## config.mk

```make
export PLATFORM = sky130hd
export DESIGN_NAME = http_request_header_parser_top
export DESIGN_NICKNAME = d
export VERILOG_FILES = /design/src/rtl/core/hrhp_pkg.sv /design/src/rtl/core/http_request_header_parser_top.sv /design/src/rtl/core/hrhp_in_stage.sv /design/src/rtl/core/hrhp_parse.sv /design/src/rtl/core/hrhp_out_stage.sv
export SDC_FILE = /design/constraint.sdc
export NUM_CORES = 1
export LEC_CHECK = 0
export BUFFER_PORTS_ARGS = -buffer_cell sky130_fd_sc_hd__buf_4
export CAP_MARGIN = 10
export CORE_MARGIN = 1
export CORE_UTILIZATION = 29
export DETAILED_ROUTE_END_ITERATION = 8
export PLACE_DENSITY_LB_ADDON = 0.15
export SYNTH_ARGS = -nofsm -noshare
export SYNTH_HDL_FRONTEND = slang
export SYNTH_SLANG_ARGS = --single-unit
```

## constraint.sdc

```tcl
create_clock -name clk -period 5.2 [get_ports clk]
set_input_delay 0.78 -clock clk [delete_from_list [all_inputs] [get_ports clk]]
set_output_delay 0.78 -clock clk [all_outputs]
set_load 0.005 [all_outputs]
```

## src/rtl/core/hrhp_pkg.sv

```systemverilog
`default_nettype none

package hrhp_pkg;

  // Default field limits.
  localparam int METHOD_MAX_DEF = 15;
  localparam int TEXT_MAX_DEF   = 255;
  localparam int BODY_MAX_DEF   = 4095;

  // Character codes used by the parser.
  localparam logic [7:0] CH_SP    = 8'h20;
  localparam logic [7:0] CH_CR    = 8'h0D;
  localparam logic [7:0] CH_LF    = 8'h0A;
  localparam logic [7:0] CH_TAB   = 8'h09;
  localparam logic [7:0] CH_COLON = 8'h3A;
  localparam logic [7:0] CH_PLUS  = 8'h2B;
  localparam logic [7:0] CH_MINUS = 8'h2D;
  localparam logic [7:0] CH_ZERO  = 8'h30;
  localparam logic [7:0] CH_NINE  = 8'h39;

  // Lengths of the words that header names and values are matched against.
  localparam int CONN_LEN  = 10;
  localparam int CLEN_LEN  = 14;
  localparam int CLOSE_LEN = 5;

  localparam logic [31:0] POS_LIMIT = 32'h7FFF_FFFF;
  localparam logic [31:0] NEG_LIMIT = 32'h8000_0000;

  typedef enum logic [2:0] {
    PH_METHOD     = 3'd0,
    PH_PATH       = 3'd1,
    PH_LINE_REST  = 3'd2,
    PH_NAME       = 3'd3,
    PH_VALUE      = 3'd4,
    PH_VALUE_TAIL = 3'd5,
    PH_BODY       = 3'd6
  } phase_t;

  typedef enum logic [2:0] {
    K_METHOD  = 3'd0,
    K_PATH    = 3'd1,
    K_NAME    = 3'd2,
    K_VALUE   = 3'd3,
    K_BODY    = 3'd4,
    K_DISCARD = 3'd5
  } kind_t;

  // Number parser stages: leading white space, digits, done.
  typedef enum logic [1:0] {
    NS_LEAD   = 2'd0,
    NS_DIGITS = 2'd1,
    NS_DONE   = 2'd2
  } num_stage_t;

  typedef struct packed {
    logic [7:0] data_in;
    logic       last_in;
  } in_item_t;

  typedef struct packed {
    logic [7:0]         data_out;
    kind_t              kind;
    logic               summary_valid;
    logic               headers_complete;
    logic               keep_alive;
    logic signed [31:0] length_value;
  } out_item_t;

  function automatic logic [7:0] conn_char(input logic [3:0] idx);
    logic [7:0] c;
    case (idx)
      4'd0:    c = "C";
      4'd1:    c = "o";
      4'd2:    c = "n";
      4'd3:    c = "n";
      4'd4:    c = "e";
      4'd5:    c = "c";
      4'd6:    c = "t";
      4'd7:    c = "i";
      4'd8:    c = "o";
      4'd9:    c = "n";
      default: c = 8'h00;
    endcase
    return c;
  endfunction

  function automatic logic [7:0] clen_char(input logic [3:0] idx);
    logic [7:0] c;
    case (idx)
      4'd0:    c = "C";
      4'd1:    c = "o";
      4'd2:    c = "n";
      4'd3:    c = "t";
      4'd4:    c = "e";
      4'd5:    c = "n";
      4'd6:    c = "t";
      4'd7:    c = "-";
      4'd8:    c = "L";
      4'd9:    c = "e";
      4'd10:   c = "n";
      4'd11:   c = "g";
      4'd12:   c = "t";
      4'd13:   c = "h";
      default: c = 8'h00;
    endcase
    return c;
  endfunction

  function automatic logic [7:0] close_char(input logic [2:0] idx);
    logic [7:0] c;
    case (idx)
      3'd0:    c = "c";
      3'd1:    c = "l";
      3'd2:    c = "o";
      3'd3:    c = "s";
      3'd4:    c = "e";
      default: c = 8'h00;
    endcase
    return c;
  endfunction

endpackage

`default_nettype wire

```

## src/rtl/core/http_request_header_parser_top.sv

```systemverilog
`default_nettype none

// Channel  Direction  Handshake              Payload
// in_      input      in_valid / in_stall    hrhp_pkg::in_item_t  (byte, last flag)
// out_     output     out_valid / out_stall  hrhp_pkg::out_item_t (byte, kind, summary)
//
// Each transaction passes through the input register and then, with the parser
// state update, into the result register, which offers it on the output. A new
// byte can be accepted every cycle while the output is not stalled.
// Reset is synchronous and active low; it empties both registers and returns
// the parser to the start of a request. A stall on the output holds the result
// register and, once the input register is also full, stalls the input.
module http_request_header_parser_top #(
  parameter int METHOD_MAX = hrhp_pkg::METHOD_MAX_DEF,
  parameter int TEXT_MAX   = hrhp_pkg::TEXT_MAX_DEF,
  parameter int BODY_MAX   = hrhp_pkg::BODY_MAX_DEF
) (
  input  wire logic                clk,
  input  wire logic                rst_n,
  input  wire logic                in_valid,
  output logic                     in_stall,
  input  wire hrhp_pkg::in_item_t  in_data,
  output logic                     out_valid,
  input  wire logic                out_stall,
  output hrhp_pkg::out_item_t      out_data
);

  logic                s1_valid;
  hrhp_pkg::in_item_t  s1_item;
  hrhp_pkg::out_item_t result;
  logic                adv;
  logic                fire;

  // The parser state moves only when a byte leaves the input register for the
  // result register, so every transaction updates the state exactly once.
  assign fire = s1_valid & adv;

  hrhp_in_stage u_in (
    .clk      (clk),
    .rst_n    (rst_n),
    .in_valid (in_valid),
    .in_stall (in_stall),
    .in_data  (in_data),
    .adv      (adv),
    .s1_valid (s1_valid),
    .s1_item  (s1_item)
  );

  hrhp_parse #(
    .METHOD_MAX (METHOD_MAX),
    .TEXT_MAX   (TEXT_MAX),
    .BODY_MAX   (BODY_MAX)
  ) u_parse (
    .clk    (clk),
    .rst_n  (rst_n),
    .fire   (fire),
    .item   (s1_item),
    .result (result)
  );

  hrhp_out_stage u_out (
    .clk       (clk),
    .rst_n     (rst_n),
    .s1_valid  (s1_valid),
    .result    (result),
    .adv       (adv),
    .out_valid (out_valid),
    .out_stall (out_stall),
    .out_data  (out_data)
  );

endmodule

`default_nettype wire

```

## src/rtl/core/hrhp_in_stage.sv

```systemverilog
`default_nettype none

module hrhp_in_stage (
  input  wire logic              clk,
  input  wire logic              rst_n,
  input  wire logic              in_valid,
  output logic                   in_stall,
  input  wire hrhp_pkg::in_item_t in_data,
  input  wire logic              adv,
  output logic                   s1_valid,
  output hrhp_pkg::in_item_t     s1_item
);

  logic               valid_r, valid_nxt;
  hrhp_pkg::in_item_t item_r;
  logic               load;

  // The register can take a new byte whenever it is empty or moving on.
  assign in_stall  = valid_r & ~adv;
  assign load      = in_valid & ~in_stall;
  assign valid_nxt = load | (valid_r & ~adv);

  always_ff @(posedge clk) begin
    if (!rst_n) begin
      valid_r <= 1'b0;
    end else begin
      valid_r <= valid_nxt;
    end
  end

  always_ff @(posedge clk) begin
    if (load) begin
      item_r <= in_data;
    end
  end

  assign s1_valid = valid_r;
  assign s1_item  = item_r;

endmodule

`default_nettype wire

```

## src/rtl/core/hrhp_parse.sv

```systemverilog
`default_nettype none

module hrhp_parse #(
  parameter int METHOD_MAX = hrhp_pkg::METHOD_MAX_DEF,
  parameter int TEXT_MAX   = hrhp_pkg::TEXT_MAX_DEF,
  parameter int BODY_MAX   = hrhp_pkg::BODY_MAX_DEF
) (
  input  wire logic               clk,
  input  wire logic               rst_n,
  input  wire logic               fire,
  input  wire hrhp_pkg::in_item_t item,
  output hrhp_pkg::out_item_t     result
);

  localparam int BIG_MAX = (METHOD_MAX > TEXT_MAX) ?
                           ((METHOD_MAX > BODY_MAX) ? METHOD_MAX : BODY_MAX) :
                           ((TEXT_MAX > BODY_MAX) ? TEXT_MAX : BODY_MAX);
  localparam int FC_W = $clog2(BIG_MAX + 1);
  localparam logic [FC_W-1:0] METHOD_LIM = FC_W'(METHOD_MAX);
  localparam logic [FC_W-1:0] TEXT_LIM   = FC_W'(TEXT_MAX);
  localparam logic [FC_W-1:0] BODY_LIM   = FC_W'(BODY_MAX);
  localparam logic [FC_W-1:0] CONN_CNT   = FC_W'(hrhp_pkg::CONN_LEN);
  localparam logic [FC_W-1:0] CLEN_CNT   = FC_W'(hrhp_pkg::CLEN_LEN);
  localparam logic [FC_W-1:0] CLOSE_CNT  = FC_W'(hrhp_pkg::CLOSE_LEN);
  localparam logic [FC_W-1:0] FC_ONE     = FC_W'(1);

  hrhp_pkg::phase_t     phase_r,  phase_nxt;
  logic [FC_W-1:0]      fc_r,     fc_nxt;
  logic                 mconn_r,  mconn_nxt;
  logic                 mlen_r,   mlen_nxt;
  logic                 mclose_r, mclose_nxt;
  logic [31:0]          len_r,    len_nxt;
  logic                 lneg_r,   lneg_nxt;
  logic                 ka_r,     ka_nxt;
  logic [1:0]           track_r,  track_nxt;
  logic                 term_r,   term_nxt;
  hrhp_pkg::num_stage_t nst_r,    nst_nxt;
  logic [31:0]          nmag_r,   nmag_nxt;
  logic                 nneg_r,   nneg_nxt;

  logic [7:0]           b;
  hrhp_pkg::kind_t      kind;
  logic                 white;
  logic                 digit;
  logic [35:0]          prod;
  logic [31:0]          lim;
  logic [2:0]           trk;
  logic [7:0]           term_char;
  logic [31:0]          cl;

  assign b     = item.data_in;
  assign white = (b == hrhp_pkg::CH_SP) || (b >= hrhp_pkg::CH_TAB && b <= hrhp_pkg::CH_CR);
  assign digit = (b >= hrhp_pkg::CH_ZERO) && (b <= hrhp_pkg::CH_NINE);

  always_comb begin
    phase_nxt  = phase_r;
    fc_nxt     = fc_r;
    mconn_nxt  = mconn_r;
    mlen_nxt   = mlen_r;
    mclose_nxt = mclose_r;
    len_nxt    = len_r;
    lneg_nxt   = lneg_r;
    ka_nxt     = ka_r;
    track_nxt  = track_r;
    term_nxt   = term_r;
    nst_nxt    = nst_r;
    nmag_nxt   = nmag_r;
    nneg_nxt   = nneg_r;
    kind       = hrhp_pkg::K_DISCARD;
    prod       = '0;
    lim        = hrhp_pkg::POS_LIMIT;
    trk        = '0;
    term_char  = hrhp_pkg::CH_CR;
    cl         = '0;

    case (phase_r)
      hrhp_pkg::PH_METHOD: begin
        if (b == hrhp_pkg::CH_SP) begin
          phase_nxt = hrhp_pkg::PH_PATH;
          fc_nxt    = '0;
        end else if (fc_r < METHOD_LIM) begin
          kind   = hrhp_pkg::K_METHOD;
          fc_nxt = fc_r + FC_ONE;
        end
      end
      hrhp_pkg::PH_PATH: begin
        if (b == hrhp_pkg::CH_SP) begin
          if (fc_r != '0) begin
            phase_nxt = hrhp_pkg::PH_LINE_REST;
          end
        end else if (fc_r < TEXT_LIM) begin
          kind   = hrhp_pkg::K_PATH;
          fc_nxt = fc_r + FC_ONE;
        end
      end
      hrhp_pkg::PH_LINE_REST: begin
        if (b == hrhp_pkg::CH_LF) begin
          phase_nxt  = hrhp_pkg::PH_NAME;
          fc_nxt     = '0;
          mconn_nxt  = 1'b1;
          mlen_nxt   = 1'b1;
          mclose_nxt = 1'b1;
          nst_nxt    = hrhp_pkg::NS_LEAD;
          nmag_nxt   = '0;
          nneg_nxt   = 1'b0;
        end
      end
      hrhp_pkg::PH_NAME: begin
        if (b == hrhp_pkg::CH_COLON) begin
          mconn_nxt = mconn_r && (fc_r == CONN_CNT);
          mlen_nxt  = mlen_r && (fc_r == CLEN_CNT);
          fc_nxt    = '0;
          phase_nxt = hrhp_pkg::PH_VALUE;
        end else if (b == hrhp_pkg::CH_LF) begin
          // A line without a colon is dropped.
          fc_nxt     = '0;
          mconn_nxt  = 1'b1;
          mlen_nxt   = 1'b1;
          mclose_nxt = 1'b1;
          nst_nxt    = hrhp_pkg::NS_LEAD;
          nmag_nxt   = '0;
          nneg_nxt   = 1'b0;
        end else if (b == hrhp_pkg::CH_CR) begin
          mconn_nxt = 1'b0;
          mlen_nxt  = 1'b0;
        end else if (b == hrhp_pkg::CH_SP && fc_r == '0) begin
          // Leading space of the name is skipped.
        end else if (fc_r < TEXT_LIM) begin
          kind      = hrhp_pkg::K_NAME;
          mconn_nxt = mconn_r && (fc_r < CONN_CNT) &&
                      (b == hrhp_pkg::conn_char(fc_r[3:0]));
          mlen_nxt  = mlen_r && (fc_r < CLEN_CNT) &&
                      (b == hrhp_pkg::clen_char(fc_r[3:0]));
          fc_nxt    = fc_r + FC_ONE;
        end else begin
          mconn_nxt = 1'b0;
          mlen_nxt  = 1'b0;
        end
      end
      hrhp_pkg::PH_VALUE: begin
        if (b == hrhp_pkg::CH_CR || b == hrhp_pkg::CH_LF) begin
          mclose_nxt = mclose_r && (fc_r == CLOSE_CNT);
          if (b == hrhp_pkg::CH_LF) begin
            phase_nxt = hrhp_pkg::PH_NAME;
            if (mconn_r) begin
              ka_nxt = ~mclose_nxt;
            end
            if (mlen_r) begin
              len_nxt  = nmag_r;
              lneg_nxt = nneg_r && (nmag_r != '0);
            end
            fc_nxt     = '0;
            mconn_nxt  = 1'b1;
            mlen_nxt   = 1'b1;
            mclose_nxt = 1'b1;
            nst_nxt    = hrhp_pkg::NS_LEAD;
            nmag_nxt   = '0;
            nneg_nxt   = 1'b0;
          end else begin
            phase_nxt = hrhp_pkg::PH_VALUE_TAIL;
          end
        end else if (b == hrhp_pkg::CH_SP && fc_r == '0) begin
          // Leading space of the value is skipped.
        end else if (fc_r < TEXT_LIM) begin
          kind       = hrhp_pkg::K_VALUE;
          mclose_nxt = mclose_r && (fc_r < CLOSE_CNT) &&
                       (b == hrhp_pkg::close_char(fc_r[2:0]));
          fc_nxt     = fc_r + FC_ONE;
          // Number parser: white space, an optional sign, then digits.
          if (nst_r == hrhp_pkg::NS_LEAD) begin
            if (white) begin
              nst_nxt = hrhp_pkg::NS_LEAD;
            end else if (b == hrhp_pkg::CH_PLUS || b == hrhp_pkg::CH_MINUS) begin
              nneg_nxt = (b == hrhp_pkg::CH_MINUS);
              nst_nxt  = hrhp_pkg::NS_DIGITS;
            end else begin
              nst_nxt = hrhp_pkg::NS_DIGITS;
            end
          end
          if ((nst_r == hrhp_pkg::NS_DIGITS) ||
              (nst_r == hrhp_pkg::NS_LEAD && !white &&
               b != hrhp_pkg::CH_PLUS && b != hrhp_pkg::CH_MINUS)) begin
            if (digit) begin
              lim  = nneg_r ? hrhp_pkg::NEG_LIMIT : hrhp_pkg::POS_LIMIT;
              prod = {1'b0, nmag_r, 3'b000} + {3'b000, nmag_r, 1'b0} +
                     {32'd0, b[3:0]};
              nmag_nxt = (prod > {4'd0, lim}) ? lim : prod[31:0];
            end else begin
              nst_nxt = hrhp_pkg::NS_DONE;
            end
          end
        end
      end
      hrhp_pkg::PH_VALUE_TAIL: begin
        if (b == hrhp_pkg::CH_LF) begin
          phase_nxt = hrhp_pkg::PH_NAME;
          if (mconn_r) begin
            ka_nxt = ~mclose_r;
          end
          if (mlen_r) begin
            len_nxt  = nmag_r;
            lneg_nxt = nneg_r && (nmag_r != '0);
          end
          fc_nxt     = '0;
          mconn_nxt  = 1'b1;
          mlen_nxt   = 1'b1;
          mclose_nxt = 1'b1;
          nst_nxt    = hrhp_pkg::NS_LEAD;
          nmag_nxt   = '0;
          nneg_nxt   = 1'b0;
        end
      end
      hrhp_pkg::PH_BODY: begin
        if (len_r != '0 && !lneg_r && fc_r < BODY_LIM) begin
          kind   = hrhp_pkg::K_BODY;
          fc_nxt = fc_r + FC_ONE;
        end
      end
      default: begin
      end
    endcase

    // Blank line search: CR LF CR LF, wherever it falls before the body.
    if (phase_nxt != hrhp_pkg::PH_BODY) begin
      term_char = track_r[0] ? hrhp_pkg::CH_LF : hrhp_pkg::CH_CR;
      if (b == term_char) begin
        trk = {1'b0, track_r} + 3'd1;
      end else begin
        trk = (b == hrhp_pkg::CH_CR) ? 3'd1 : 3'd0;
      end
      if (trk[2]) begin
        term_nxt  = 1'b1;
        phase_nxt = hrhp_pkg::PH_BODY;
        fc_nxt    = '0;
        track_nxt = '0;
      end else begin
        track_nxt = trk[1:0];
      end
    end

    cl = lneg_nxt ? (32'd0 - len_nxt) : len_nxt;

    result.data_out         = b;
    result.kind             = kind;
    result.summary_valid    = item.last_in;
    result.headers_complete = item.last_in & term_nxt;
    result.keep_alive       = item.last_in & ka_nxt;
    result.length_value     = item.last_in ? cl : 32'd0;

    // The last byte closes the request and the parser starts afresh.
    if (item.last_in) begin
      phase_nxt  = hrhp_pkg::PH_METHOD;
      fc_nxt     = '0;
      mconn_nxt  = 1'b1;
      mlen_nxt   = 1'b1;
      mclose_nxt = 1'b1;
      len_nxt    = '0;
      lneg_nxt   = 1'b0;
      ka_nxt     = 1'b1;
      track_nxt  = '0;
      term_nxt   = 1'b0;
      nst_nxt    = hrhp_pkg::NS_LEAD;
      nmag_nxt   = '0;
      nneg_nxt   = 1'b0;
    end
  end

  always_ff @(posedge clk) begin
    if (!rst_n) begin
      phase_r  <= hrhp_pkg::PH_METHOD;
      fc_r     <= '0;
      mconn_r  <= 1'b1;
      mlen_r   <= 1'b1;
      mclose_r <= 1'b1;
      len_r    <= '0;
      lneg_r   <= 1'b0;
      ka_r     <= 1'b1;
      track_r  <= '0;
      term_r   <= 1'b0;
      nst_r    <= hrhp_pkg::NS_LEAD;
      nmag_r   <= '0;
      nneg_r   <= 1'b0;
    end else if (fire) begin
      phase_r  <= phase_nxt;
      fc_r     <= fc_nxt;
      mconn_r  <= mconn_nxt;
      mlen_r   <= mlen_nxt;
      mclose_r <= mclose_nxt;
      len_r    <= len_nxt;
      lneg_r   <= lneg_nxt;
      ka_r     <= ka_nxt;
      track_r  <= track_nxt;
      term_r   <= term_nxt;
      nst_r    <= nst_nxt;
      nmag_r   <= nmag_nxt;
      nneg_r   <= nneg_nxt;
    end
  end

endmodule

`default_nettype wire

```

## src/rtl/core/hrhp_out_stage.sv

```systemverilog
`default_nettype none

module hrhp_out_stage (
  input  wire logic                clk,
  input  wire logic                rst_n,
  input  wire logic                s1_valid,
  input  wire hrhp_pkg::out_item_t result,
  output logic                     adv,
  output logic                     out_valid,
  input  wire logic                out_stall,
  output hrhp_pkg::out_item_t      out_data
);

  logic                valid_r, valid_nxt;
  hrhp_pkg::out_item_t data_r;
  logic                load;

  assign adv       = ~valid_r | ~out_stall;
  assign load      = s1_valid & adv;
  assign valid_nxt = load | (valid_r & out_stall);

  always_ff @(posedge clk) begin
    if (!rst_n) begin
      valid_r <= 1'b0;
    end else begin
      valid_r <= valid_nxt;
    end
  end

  always_ff @(posedge clk) begin
    if (load) begin
      data_r <= result;
    end
  end

  assign out_valid = valid_r;
  assign out_data  = data_r;

endmodule

`default_nettype wire

```

Yosys cells after proc, flatten, opt, wreduce, memory -nomap -nowiden
Memory sizes are Yosys's and may differ from the RTL's. A register that Yosys moved wholly into a read port is not among the register bits.
Index checks and enable logic that the tools add are counted.
{"block": "classes", "n_addsub": 5, "n_lt_le_gt_ge": 11, "eq_ne": 37, "muxes": 147, "bitwise": 15, "reduce_logical": 39}
{"op": "two-way mux 32 bit", "n": 15}
{"op": "two-way mux 12 bit", "n": 14}
{"op": "two-way mux 8 bit", "n": 16}
{"op": "case mux 32 bit (3 select lines)", "n": 1}
{"op": "two-way mux 3 bit", "n": 25}
{"op": "case mux 12 bit (6 select lines)", "n": 1}
{"op": "case mux 32 bit (2 select lines)", "n": 1}
{"op": "nonzero test 32 bit", "n": 2}
{"op": "two-way mux 1 bit", "n": 48}
{"op": "adder 35 x 33 -> 36 bit", "n": 1}
{"op": "adder 36 x 4 -> 36 bit", "n": 1}
{"op": "> comparator 36 x 32 -> 1 bit", "n": 1}
{"op": "less-than comparator 12 x 4 -> 1 bit, second input constant", "n": 3}
{"op": "case mux 7 bit (5 select lines)", "n": 1}
{"op": "equality test 8 x 6 -> 1 bit, second input constant", "n": 4}
{"op": "equality test 8 bit", "n": 4}
{"op": "subtractor 1 x 32 -> 32 bit, first input constant", "n": 1}
{"op": "case mux 3 bit (5 select lines)", "n": 2}
{"op": "equality test 12 x 4 -> 1 bit, second input constant", "n": 2}
{"op": "two-way mux 2 bit", "n": 12}
{"op": "inequality test 4 x 2 -> 1 bit, second input constant", "n": 5}
{"op": "logical AND 1 bit", "n": 18}
{"op": "equality test 8 x 4 -> 1 bit, second input constant", "n": 2}
{"op": "two-way mux 4 bit", "n": 4}
{"op": "40 further kinds", "n": 70}
{"block": "word_totals", "ff_bits": 147, "rom_bits": 224, "input_bits": 13, "output_inout_bits": 48, "memories": 2}
{"name": "(name not given)", "depth": 16, "width": 7, "read_ports": 1, "rd_clocked_by_memory_dff": 1, "write_ports": 0, "line_no": "hrhp_pkg.sv:71", "source": "case (idx)"}
{"name": "(name not given)", "depth": 16, "width": 7, "read_ports": 1, "rd_clocked_by_memory_dff": 1, "write_ports": 0, "line_no": "hrhp_pkg.sv:89", "source": "case (idx)"}

Logic depth before layout (Yosys ltp)
{"block": "logic_depth", "depth_word": 16, "ltp_mapped": 22}

Cells and area by module
A second synthesis with hierarchy kept.
{"block": "unflattened", "cells_unflattened": 1457, "area_unflattened_um2": 12245.5}
{"module": "hrhp_parse", "n_inst": 1, "cells_each": 1392, "area_per_inst_um2": 10498.8, "seq_area_each_um2": 2082.0}
{"module": "hrhp_out_stage", "n_inst": 1, "cells_each": 51, "area_per_inst_um2": 1422.6, "seq_area_each_um2": 1401.3}
{"module": "hrhp_in_stage", "n_inst": 1, "cells_each": 13, "area_per_inst_um2": 317.8, "seq_area_each_um2": 290.3}
{"module": "http_request_header_parser_top", "n_inst": 1, "cells_each": 1, "area_per_inst_um2": 6.3, "seq_area_each_um2": 0.0}

Least setup slack after synthesis
No wires, ideal clock.
{"block": "synth_timing", "path_kind": "register -> register", "startpoint": "register u_in.item_r (netlist bit u_in.s1_item[4])", "endpoint": "register u_parse.nmag_r[20]", "setup_time_ps": 125, "t_arrival_ps": 5132, "t_required_ps": 5075, "setup_slack_ps": -57, "stages_incl_launch_ff": 22, "path_buffers": 2, "cell_sequence": "edfxtp_1 -> fa_1 -> fa_1 -> a211oi_1 -> o211ai_1 -> nand4_1 -> a21o_1 -> a21oi_1 -> o21a_1 -> o311ai_0 -> ha_1 -> o21a_1 -> a21oi_1 -> a211oi_1 -> or3_1 -> o211ai_1 -> o2111ai_1 -> nor3_1 -> or3_1 -> clkbuf_1 -> buf_2 -> a21boi_0"}
{"block": "synth_via", "elab_chain_len": 10, "word_cells_on_any_way": 38, "cone_classes": "add/sub: 1; order compare: 5; eq/ne: 11; mux: 10; reduce/logical: 11"}
{"item": "from (decl)", "line_no": "hrhp_in_stage.sv:15", "source": "hrhp_pkg::in_item_t item_r;"}
{"item": "from (signal assigned)", "line_no": "hrhp_in_stage.sv:33", "source": "item_r <= in_data;"}
{"item": "adder 36 x 4 -> 36 bit, or another cell as far along", "line_no": "hrhp_parse.sv:185", "source": "prod = {1'b0, nmag_r, 3'b000} + {3'b000, nmag_r, 1'b0} +"}
{"item": "> comparator 36 x 32 -> 1 bit / logical AND 1 bit (equally long branches)", "line_no": "hrhp_parse.sv:187, hrhp_parse.sv:52"}
{"item": "two-way mux 32 bit / logical OR 1 bit (equally long branches)", "line_no": "hrhp_parse.sv:187, hrhp_parse.sv:52"}
{"item": "two-way mux 32 bit / zero test 1 bit (equally long branches)", "line_no": "hrhp_parse.sv:183, hrhp_parse.sv:181"}
{"item": "two-way mux 32 bit / logical AND 1 bit (equally long branches)", "line_no": "hrhp_parse.sv:180, hrhp_parse.sv:181"}
{"item": "two-way mux 32 bit / logical AND 1 bit (equally long branches)", "line_no": "hrhp_parse.sv:164, hrhp_parse.sv:181"}
{"item": "two-way mux 32 bit / logical AND 1 bit (equally long branches)", "line_no": "hrhp_parse.sv:162, hrhp_parse.sv:182"}
{"item": "two-way mux 32 bit / logical OR 1 bit (equally long branches)", "line_no": "hrhp_parse.sv:141, hrhp_parse.sv:180"}
{"item": "case mux 32 bit (3 select lines) / inequality test 4 x 2 -> 1 bit (equally long branches)"}
{"item": "two-way mux 32 bit / AND reduction 7 bit (equally long branches)"}
{"item": "to (signal assigned)", "line_no": "hrhp_parse.sv:295", "source": "nmag_r <= nmag_nxt;"}
{"item": "to (decl)", "line_no": "hrhp_parse.sv:38", "source": "logic [31:0] nmag_r, nmag_nxt;"}
Parallel ways exist; a longest one is shown, timed or not. The select of a mux whose other input is x is not followed.
A chain may end at the register's enable or synchronous reset.

Final worst setup path
{"block": "layout_timing", "startpoint": "register u_in.item_r (netlist bit u_in.s1_item[4])", "endpoint": "register u_parse.nmag_r[31]"}
Same word-level chain as after synthesis.

==> results.md <==
Outcome:
- The flow ran to the end, and the final reports show no timing, DRC or antenna violations.

Flow run:
- The tool flagged a number of max-cap violations equal to 0.

Drt:
- The initial DRC count is around 1,000.
- The total via count in the routed design is 12,230.
- The number of optimization iterations in the first detailed-route pass is 6.
- Using the TritonRoute via totals, the vias-per-cell ratio works out to 5.588.
- The number of nets still failing antenna checks after routing is 0.
- The final routed wire length divided by cell count is 20.15 um.
- The post-detailed-route DRC marker count is 0.
- Wires add up to 44,100 um.

Clock network:
- Counting along the longest clock path gives a buffer depth of 2.
- The clock root buffer is clkbuf_16.
- The clock drives roughly 160 sinks.
- The CTS tree is yes.
- At the later pin of the worst-skew pair, clock insertion delay measures 0.49 ns.
- The H-tree generated during clock tree synthesis spans 4 levels.
- In this run, CTS created clock tree buffers numbering 17.
- The clock slew seen by the registers of the worst setup and hold paths is approximately 0.070 ns.

Floorplanning:
- The number of placement rows is 75.
- The count of boundary I/O pins is 61.
- The die extent in y is approximately 210 um.
- For this configuration, the core starts out at a cell density of 29.51%.
- After floorplanning, the core was sized to cover ~42,000 um2.
- The die is 209.1 um wide.
- The die area is roughly 44,000 um2.

Critical path:
- The sort of element at the start of the critical path is a flop.
- The worst register-to-register path has a setup slack of roughly 0.037 ns.
- The endpoint of the worst-slack reg-to-reg timing path is u_parse.nmag_r[31].
- The type of the setup path with the least slack is flop to flop.
- STA puts the critical path data required time at 5.64 ns.
- In this run the critical register-to-register path is launched from u_in.s1_item[4].
- Data arrives at the worst endpoint at ~5.6 ns.
- The critical-path maximum fanout is 3.
- The number of cells traversed by the worst register-to-register path is 23.
- The number of buffer and inverter instances along the worst setup path is 4.
- The critical path goes through fa_1 -> fa_2 -> a211oi_4 -> o211ai_1 -> nand4_1 -> a21o_1 -> a21oi_2 -> buf_4 -> o211ai_1 -> o311ai_4 -> ha_4 -> a211o_1 -> a21oi_2 -> buf_4 -> a211oi_1 -> or3_1 -> o211ai_1 -> buf_4 -> o2111a_2 -> buf_6 -> nand4_1 -> a311oi_1 -> o22a_1.
- For this design, the slowest cell found on the critical path is fa_1.
- In this design, the stage delay of the slowest critical-path cell is 0.55 ns.
- The category of cells accounting for the largest share of critical-path delay is compound AO/OA/AOI/OAI gates.
- The worst setup path is captured at a flop.

GRT:
- The total routing resource utilization after global routing is between 20% and 30%.
- The overflow left after global routing is 0.
- The first global-routing pass estimated 68,910 um of wire.
- The initial antenna violation count was 0.
- The via count of the first global-routing pass was 11,670.
- Entering global routing, the biggest net connects 79 pins.

STA:
- The final number of hold-violating endpoints was 0.
- Setup violations remaining at the end of the flow were counted as 0.
- In this run the tightest slew margin relative to its limit is 32.62%.
- Setup repair after global routing could not meet its margin everywhere.
- The final max-slew violation count is 0.
- Derived from the worst setup path, the maximum achievable clock frequency is 0.1937 GHz.
- The routed design could run at a clock period as short as ~5.2 ns.
- The measured slew at the worst slew-check pin is around 1.0 ns.
- For the final database, setup skew stands at 0.01993 ns.
- Setup total negative slack on the finished layout was measured at 0 ns.
- The period utilization is 99.29%.

Synth:
- The top flip-flop cell by instance count after synthesis is dfxtp_1.
- Yosys printed 0 warnings.
- The number of synthesized register bits is about 160.
- The share of synthesized area in the top cell type comes to approximately 17%.
- Summing every instance area after synthesis gives between 10,000 and 15,000 um2.
- A synthesized cell averages 8.412 um2.
- Counting every net in the synthesized netlist gives 1,601.
- Counting flops with a built-in enable in the synthesized netlist gives 55.
- The proportion of synthesized chip area in sequential cells is 30.35%.
- The number of instances in the synthesized netlist is 1,478.
- The top cell type by total area after synthesis is dfxtp_1.
- After synthesis, the netlist uses 86 different library cells.
- After synthesis, the share of flip-flops with an asynchronous set or reset is 0%.
- Sorting the synthesized cells by area gives the leading types as dfxtp_1, edfxtp_1, ha_1.

Min path:
- The type of the tightest min-delay check is flop to flop.
- The worst hold path begins at u_parse.term_r.
- The worst hold endpoint is u_parse.term_r.
- Along the worst hold path, the cell count comes to 2.

Layout:
- The count of nets after finishing is 1,760.
- The final standard cell count with taps included and fillers excluded is between 2,000 and 2,500.
- The final core utilization is 36.67%.
- The post-synthesis to final-layout area growth is 24.26%.
- The number of antenna diodes in the final layout is 0.
- Cells with a size suffix above 1 make up 20.73% of the layout.

Power:
- The leakage power is 6.413 nW.
- In this run the power density over the cells is around 190 nW/um2.
- The largest voltage drop on the vdd net is 0.2400 mV.

Placed design:
- The global placement routability congestion is 0.8865.
- The number of placed instances with taps included is about 2,100.
- The count of buffers from port buffering is 60.
- Detailed placement finished with a half-perimeter wire length of 33,540 um.
-- sequential cells by signal, summed over array words and instances (netlist names), 2 cells and up, named ones only --
signal,count
u_out.out_data,46
u_parse.len_r,32
u_parse.nmag_r,32
u_parse.fc_r,12
u_in.s1_item,9
u_parse.phase_r,3
u_parse.nst_r,2
u_parse.track_r,2
-- cell usage after synthesis, types with 29 or more instances --
library cell	count
inv_1	29
nand3_1	31
a21boi_0	33
nand4_1	35
nor2b_1	30
nor2_1	125
and2_1	29
nor3_1	43
xnor2_1	38
o21ai_0	86
nand2_1	111
edfxtp_1	55
xor2_1	37
a21oi_1	97
clkbuf_1	63
a22oi_1	53
mux2i_1	33
ha_1	108
dfxtp_1	106
-- metrics by stage --
stage | power, mW | area (um2) | worst slack, ns | hold slack [ns]
final | 2.932 | 15450 | 0.03713 | 0.4693
after global routing | 3.038 | 15450 | -0.2453 | 0.4515
after CTS | 2.964 | 15210 | 0.001102 | 0.4371
after detailed placement | 1.639 | 14400 | -0.4472 | 0.4558
after global placement | 1.639 | 14400 | -0.3734 | 0.4476
after floorplan | 1.537 | 12440 | 0.03754 | 0.4206
-- metal layers --
metal	global-route usage [%]	wire length, um	vias to the layer above
met4	4.894	546	0
met2	31.77	19620	320
met1	29.37	22000	5951
li1	-	-	5927
met5	0	0	-
met3	3.306	1942	35
-- kinds of logic after synthesis --
logic type      Yosys count  synth area share [%]
compound gates          477                 25.79
xor+xnor                 75                 5.283
fa+ha+maj               110                 11.19
buf+inv                 115                 3.723
flops                   161                 30.35
mux                      38                 3.110
simple gates            502                 20.55
-- worst register-to-register path: cells and delay by family, from the launching register on --
family	cells	cell delay [ns]
AOI/OAI and AO/OA	13	2.33
adders and majority gates	3	1.19
and+or+nand+nor	3	0.63
buffers and inverters	4	0.55
DFF	1	0.42
-- cell type report --
class	instances	area, um2
clock buffer	18	429.2
clock inverter	14	153.9
fill	4292	26680
inverter	31	116.4
multi-input combinational	1202	8589
sequential	161	3779
tap	539	674.4
timing repair buffer	224	1708
-- repair_timing --
action / in CTS / in global routing
endpoints found under the setup margin: 32 / 32
setup buffers: 8 / 4
resized for setup: 53 / 47
pin swaps: 34 / 49
cloned: 1 / 0
hold endpoints to repair: 0 / 0
hold buffers: 0 / 0
-- where the power goes --
| group | internal (mW) | switching (mW) | total [mW] |
|---|---|---|---|
| registers | 1.33 | 0.0286 | 1.36 |
| clock network | 0.713 | 0.604 | 1.32 |
| logic | 0.0975 | 0.154 | 0.251 |
| total | 2.15 | 0.786 | 2.93 |
-- cells in the final DEF (no fill, tap or decap), drive strengths merged, types with 37 or more instances in the layout --
cell type,count
edfxtp,55
nor3,44
buf,224
nor2,125
a21oi,97
dfxtp,106
ha,108
nand2,111
o21ai,95
a22oi,53
xor2,37
xnor2,38
-- worst max-delay path by stage --
stage	start	end	slack, ns	cells after the start
6_report	u_in.s1_item[4]	u_parse.nmag_r[31]	0.04	23
4_1_cts	u_in.s1_item[3]	u_parse.nmag_r[1]	0.001	25
2_1_floorplan	u_in.s1_item[4]	u_parse.nmag_r[20]	0.04	21
3_5_place_dp	u_in.s1_item[4]	u_parse.nmag_r[0]	-0.45	22
3_3_place_gp	u_in.s1_item[4]	u_parse.nmag_r[21]	-0.37	22
5_1_grt	u_in.s1_item[4]	u_parse.nmag_r[8]	-0.25	24
Power figures use the tool's default switching activity.
